**config.mk**
```make
export PLATFORM = sky130hd
export DESIGN_NAME = rybsd_isqrt
export DESIGN_NICKNAME = d
export VERILOG_FILES = /design/src/rtl/rybsd_pkg.sv /design/src/rtl/rybsd_isqrt.sv
export SDC_FILE = /design/constraint.sdc
export NUM_CORES = 2
export LEC_CHECK = 0
export BUFFER_PORTS_ARGS = -buffer_cell sky130_fd_sc_hd__buf_2
export CORE_MARGIN = 5
export CORE_UTILIZATION = 40
export CTS_CLUSTER_DIAMETER = 80
export DETAILED_ROUTE_END_ITERATION = 12
export PLACE_DENSITY = 0.68
export SLEW_MARGIN = 0
export SYNTH_ARGS = -nofsm -noshare
export SYNTH_HDL_FRONTEND = slang
export SYNTH_MEMORY_MAX_BITS = 65536
export SYNTH_SLANG_ARGS = --single-unit
export TNS_END_PERCENT = 50
```
**constraint.sdc**
```tcl
create_clock -name clk -period 3.1 [get_ports clk]
set_input_delay 0.155 -clock clk [delete_from_list [all_inputs] [get_ports clk]]
set_output_delay 0.155 -clock clk [all_outputs]
set_load 0.01 [all_outputs]
```
**src/rtl/rybsd_pkg.sv**
```systemverilog
// ----------------------------------------------------------------------------
// rybsd_pkg: shared types and constants for the ray/yawed-box distance block
// Formats, field widths, pipeline latencies and payload structs.
// ----------------------------------------------------------------------------
package rybsd_pkg;

	// Fixed-point formats.
	localparam int FRAC_BITS  = 16;
	localparam int TRIG_SHIFT = 16;
	localparam int POS_W      = 32;
	localparam int TRIG_W     = 18;
	localparam int HALF_W     = 31;
	localparam int DIST_W     = 31;

	// Internal widths.
	localparam int DIF_W  = POS_W + 1;
	localparam int PO_W   = TRIG_W + DIF_W;
	localparam int PV_W   = TRIG_W + POS_W;
	localparam int O_W    = PO_W + 1;
	localparam int R_W    = PV_W + 1;
	localparam int H_W    = HALF_W + TRIG_SHIFT;
	localparam int NUM_W  = O_W + 1;
	localparam int LEN_W  = 32;
	localparam int SUM_W  = 2 * LEN_W;
	localparam int SQR_W  = LEN_W + 2;
	localparam int HI_W   = NUM_W - 32;
	localparam int PH_W   = HI_W + LEN_W;
	localparam int PROD_W = PH_W + 32;
	localparam int Q_W    = 33;
	localparam int B_W    = Q_W + 1;

	// Pipeline latencies.
	localparam int SQ_LAT   = LEN_W;
	localparam int DIV_LAT  = Q_W + 4;
	localparam int PIPE_LAT = 4 + SQ_LAT + DIV_LAT + 1;

	// Bound magnitude clamp and largest reportable distance.
	localparam logic [Q_W-1:0] MAG_SAT = Q_W'(1) << (Q_W - 1);
	localparam logic signed [B_W-1:0] DIST_MAX = B_W'((64'd1 << DIST_W) - 64'd1);

	localparam logic signed [TRIG_W-1:0] TRIG_ONE = TRIG_W'(1) << TRIG_SHIFT;
	localparam logic [HALF_W-1:0] HALF_ONE = HALF_W'(1) << FRAC_BITS;

	localparam int IDX_W = 4;

	// Register indexes.
	typedef enum logic [IDX_W-1:0] {
		REG_CENTER_X = 4'd0,
		REG_CENTER_Y = 4'd1,
		REG_CENTER_Z = 4'd2,
		REG_COS_YAW  = 4'd3,
		REG_SIN_YAW  = 4'd4,
		REG_HALF_X   = 4'd5,
		REG_HALF_Y   = 4'd6,
		REG_HALF_Z   = 4'd7
	} reg_idx_t;

	// Input ray.
	typedef struct packed {
		logic signed [POS_W-1:0] origin_x;
		logic signed [POS_W-1:0] origin_y;
		logic signed [POS_W-1:0] origin_z;
		logic signed [POS_W-1:0] dir_x;
		logic signed [POS_W-1:0] dir_y;
		logic signed [POS_W-1:0] dir_z;
	} ray_in_t;

	// Result.
	typedef struct packed {
		logic              hit;
		logic [DIST_W-1:0] distance;
	} ray_out_t;

endpackage

```
**src/rtl/rybsd_isqrt.sv**
```systemverilog
// ----------------------------------------------------------------------------
// rybsd_isqrt: pipelined integer square root
// One root bit per stage; root holds the floor square root of x from the last stage.
// ----------------------------------------------------------------------------
module rybsd_isqrt (
	input  logic                        clk,
	input  logic                        en,
	input  logic [rybsd_pkg::SUM_W-1:0] x,
	output logic [rybsd_pkg::LEN_W-1:0] root
);
	import rybsd_pkg::*;

	logic [SQR_W-1:0] rem_s  [1:LEN_W];
	logic [LEN_W-1:0] root_s [1:LEN_W];
	logic [SUM_W-1:0] xs_s   [1:LEN_W];

	for (genvar k = 1; k <= LEN_W; k++) begin : g_step
		logic [SQR_W-1:0] rem_in;
		logic [LEN_W-1:0] root_in;
		logic [SUM_W-1:0] xs_in;
		logic [SQR_W+1:0] cur;
		logic [SQR_W+1:0] trial;
		logic             ge;

		// Stage inputs come from the operand or the previous stage.
		if (k == 1) begin : g_first
			always_comb begin
				rem_in  = '0;
				root_in = '0;
				xs_in   = x;
			end
		end else begin : g_next
			always_comb begin
				rem_in  = rem_s[k-1];
				root_in = root_s[k-1];
				xs_in   = xs_s[k-1];
			end
		end

		// Bring down two bits and try the next root bit.
		always_comb begin
			cur   = {rem_in, xs_in[SUM_W-1 -: 2]};
			trial = {{(SQR_W - LEN_W){1'b0}}, root_in, 2'b01};
			ge    = cur >= trial;
		end

		always_ff @(posedge clk) begin
			if (en) begin
				rem_s[k]  <= ge ? SQR_W'(cur - trial) : SQR_W'(cur);
				root_s[k] <= {root_in[LEN_W-2:0], ge};
				xs_s[k]   <= {xs_in[SUM_W-3:0], 2'b00};
			end
		end
	end

	assign root = root_s[LEN_W];

endmodule

```
# [Yosys cells after proc, flatten, opt, wreduce, memory -nomap -nowiden]
# Memories as Yosys holds them, arrays and structs flattened.
# Index checks and enable logic that the tools add are counted.
[op_classes] muxes=34 addsub=32 n_lt_le_gt_ge=32
[op_table] op="greater-or-equal comparator 36 x 34 -> 1 bit" count=31
[op_table] op="two-way mux 34 bit" count=32
[op_table] op="subtractor 34 bit" count=31
[op_table] op="subtractor 2 x 1 -> 3 bit, second input constant" count=1
[op_table] op="greater-or-equal comparator 2 x 1 -> 1 bit, second input constant" count=1
[op_table] op="two-way mux 1 bit" count=2
[word_totals] ram_bits=4096 output_inout_bits=32 in_bits=66 register_bits=0 word_cells=101 memories=3
[memory_table] name="xs_s" depth=32 width=62 rd=31 rd_clocked_by_memory_dff=0 write_ports=32 line_no="rybsd_isqrt.sv:15" rtl="logic [SUM_W-1:0] xs_s [1:LEN_W];"
[memory_table] name="rem_s" depth=32 width=34 rd=31 rd_clocked_by_memory_dff=0 write_ports=32 line_no="rybsd_isqrt.sv:13" rtl="logic [SQR_W-1:0] rem_s [1:LEN_W];"
[memory_table] name="root_s" depth=32 width=32 rd=32 rd_clocked_by_memory_dff=0 write_ports=32 line_no="rybsd_isqrt.sv:14" rtl="logic [LEN_W-1:0] root_s [1:LEN_W];"

# [Logic depth before layout (Yosys ltp)]
# An unclocked memory read counts as a cell.
[logic_depth] ltp_word=3 depth_mapped=14 ltp_nobuf=14

# [Least setup slack after synthesis]
# Ideal clock, no wire load.
[synth_path] path_kind="register to register" startpoint="reg rem_s[0][919] (netlist name)" endpoint="reg rem_s[0][985] (netlist name)" stages_incl_launch_ff=12 arrival_time_ns=3.120 synth_period_minus_slack_ns=3.378 setup_time_ns=0.258 path_buffers=0 required_time_ns=2.842 path_slack_ns=-0.278 path_cell_list="edfxtp_1 > ha_1 > o21ai_0 > a22oi_1 > a2111oi_0 > nor2_1 > a31oi_1 > o211ai_1 > a221oi_1 > o311a_1 > or3b_2 > xnor2_1"

==> flow_summary.json <==
{
  "async_flop_share": 0,
  "critPathMaxFanout": 5,
  "drc": 0,
  "gp_congestion": 0.926,
  "mostFrequentLayoutCell": "edfxtp_1",
  "path_depth": 10,
  "p_leak_nw": 58.0,
  "clk_pin_slew_worst_paths_ns": 0.06,
  "arrival_ns": 3.99,
  "vias_per_cell": 5.09,
  "skew_ns": 0.0757,
  "drv_cap": 0,
  "slew_headroom": 0.385,
  "drive_gt1_frac": 0.255,
  "detail_route.wl_per_cell_um": 17.0,
  "area_growth_pct": 27.6,
  "placedCellCount": 13864,
  "clock-sinks": 2523,
  "crit_type": "register to register",
  "layout_min_cycle_time_ns": 3.36,
  "hp-class": "input pin to register",
  "cp_slowest_stage_delay_ns": 0.55,
  "stdcell_count": 14776,
  "start_kind": "register",
  "postRouteAntennaNets": 0,
  "synth_edf_count": 2523,
  "io_pins": 98,
  "drt_iter0_markers": 4670,
  "violations": "negative setup slack",
  "crit_path_frequent_cell": "or3_4",
  "hpwl_um": 173000,
  "rows": 198,
  "grt_pass1_wl_um": 391000,
  "clockBufferDepth": 4,
  "hold_path_depth": 2,
  "fillers": 23870,
  "cp.required_ns": 3.73,
  "ir_drop_v": 0.000651,
  "crit_chain": "or4_4 > or3_4 > or3_4 > or3_4 > nor3_4 > nand3_4 > o211ai_4 > buf_8 > nor3_2 > xor2_1",
  "rr_worst_depth": 10,
  "grt_overflow": 0,
  "ys.flop_type": "edfxtp_1",
  "dr.pass1.iters": 8,
  "p_per_area_nw_per_um2": 695,
  "track_usage": 0.157,
  "critPathTopFamily": "simple AND/OR/NAND/NOR gates",
  "grt_antenna_before_repair": 1,
  "rsz0062_at_grt": "true",
  "period_share": 1.08,
  "synthCells": 8913,
  "synth_seq_cells": 2523,
  "root_buffer": "clkbuf_16",
  "avgSynthCellArea_sq_um": 13.1,
  "final_max_slew_viol_count": 0,
  "hold_viol": 0,
  "syn_nets": 9541,
  "cts_tree": "done",
  "critPathCaptureType": "register",
  "routed_wl_um": 251000,
  "ys_warn_count": 0,
  "setup_ws_ns": -0.259,
  "dieHeight_um": 550,
  "yosysUniqueCellTypes": 97,
  "whs_ns": 0.0936,
  "synth_seq_area_share": 0.650,
  "die-area_sq_um": 302000,
  "portBuffers": 97,
  "synthesis.area_sq_um": 116000,
  "tightest_slew_ns": 0.922,
  "stdcell_area_sq_um": 149000,
  "placed_cell_area_sq_um": 130000,
  "numCtsBuffers": 277,
  "die_w_um": 550,
  "start_util": 0.401,
  "final_cell_mix": "edfxtp_1 (2523), buf_4 (1272), inv_1 (676)",
  "finalNetCount": 11286,
  "htreeDepth": 5,
  "clk_latency_ns": 0.88,
  "setup_viol": 191,
  "coreArea_sq_um": 291000,
  "grt_pass1_vias": 75958,
  "num_vias": 75208,
  "crit_buf_inv": 1,
  "grt_max_degree": 162,
  "crit_slowest_cell": "or4_4",
  "outcome": "complete, but fails checks",
  "max_freq_ghz": 0.298
}
[worst paths after layout]
path	slack [ns]	startpoint	endpoint
worst min register to register	0.40	xs_s[0][1095]	xs_s[0][1159]
worst max-delay path	-0.26	rem_s[0][248]	rem_s[0][287]
worst min-delay path	0.09	x[3]	xs_s[0][65]
worst max register to register	-0.26	rem_s[0][248]	rem_s[0][287]
[kinds of logic after synthesis]
group | count (synthesis) | synth area share
xor gates and xnor gates | 843 | 0.0634
muxes | 80 | 0.00779
DFF | 2523 | 0.650
AOI/OAI and AO/OA | 1790 | 0.0955
and+or+nand+nor | 2234 | 0.0938
adders and majority gates | 562 | 0.0604
buffers and inverters | 880 | 0.0287
other | 1 | 0.0000322
[registers in the layout, indices dropped and copies added, names as in the netlist]
register	count
rem_s	1003
xs_s	992
root_s	528
[power by group]
part	internal, W	switching, W	total [W]
registers	0.0431	0.00283	0.0460
logic	0.0119	0.0129	0.0248
clock network	0.0191	0.0134	0.0325
total	0.0741	0.0292	0.103
[per-stage QoR]
step	setup slack (ns)	power [W]	utilization	setup TNS (ns)
after floorplan	-0.0894	0.0593	-	-1.69
after global placement	-0.670	0.0671	0.448	-99.47
after detailed placement	-0.706	0.0678	0.448	-129.96
after CTS	-0.257	0.102	0.497	-14.86
after global routing	-0.339	0.108	0.512	-46.58
final	-0.259	0.103	0.512	-16.04
[worst register-to-register path, cell delays in order (launching register included)]
cell,delay [ns]
edfxtp_1,0.40
or4_4,0.55
or3_4,0.34
or3_4,0.34
or3_4,0.38
nor3_4,0.21
nand3_4,0.15
o211ai_4,0.33
buf_8,0.19
nor3_2,0.05
xor2_1,0.15
[cell usage after synthesis, drive strengths merged, types with 9 or more instances]
cell | n | area, sq um
a2111oi | 14 | 154
a211oi | 47 | 353
a21boi | 16 | 120
a21o | 255 | 1910
a21oi | 537 | 2690
a221o | 10 | 100
a221oi | 9 | 78.8
a31o | 10 | 87.6
a31oi | 42 | 269
and2 | 24 | 150
and3 | 58 | 363
buf | 19 | 114
clkbuf | 144 | 541
edfxtp | 2523 | 75800
ha | 562 | 7030
inv | 715 | 2680
mux2 | 70 | 807
mux2i | 10 | 100
nand2 | 623 | 2340
nand2b | 89 | 557
nand3 | 139 | 701
nand3b | 24 | 180
nand4 | 77 | 482
nand4b | 10 | 87.6
nor2 | 529 | 2000
nor2b | 73 | 457
nor3 | 239 | 1210
nor3b | 9 | 67.6
nor4 | 121 | 763
nor4b | 9 | 100
o2111ai | 10 | 93.8
o211ai | 43 | 333
o21a | 112 | 841
o21ai | 477 | 2390
o21bai | 52 | 390
o22ai | 9 | 56.3
o31ai | 63 | 473
o41ai | 13 | 121
or2 | 51 | 319
or3 | 84 | 531
or4 | 57 | 443
xnor2 | 425 | 3720
xor2 | 418 | 3660
[final cells by class]
class                           count  area, sq um  area share
Multi-Input combinational cell   5511        42600       0.286
Clock buffer                      331         7200      0.0484
Antenna cell                        2         5.00   0.0000337
Sequential cell                  2523        75800       0.510
Tap cell                         3900         4880      0.0328
Clock inverter                    164         1900      0.0128
Inverter                          717         2700      0.0182
Timing Repair Buffer             1628        13700      0.0918
[per-layer routing]
layer / GRT usage / vias to the layer above / part of all wire
met5: 0 / - / 0
met4: 0.0786 / 0 / 0.058
met3: 0.0188 / 742 / 0.037
met2: 0.287 / 1761 / 0.51
met1: 0.181 / 36237 / 0.39
li1: - / 36468 / -
[repair_timing]
item / CTS / global route
pin swaps: 216 / 300
endpoints found under the hold margin: 407 / 0
endpoints found under the setup margin: 737 / 724
resized for setup: 546 / 585
hold buffers: 125 / 0
gates cloned: 8 / 21
buffers inserted: 118 / 167
Note: power is estimated with default switching activity, not from simulation.
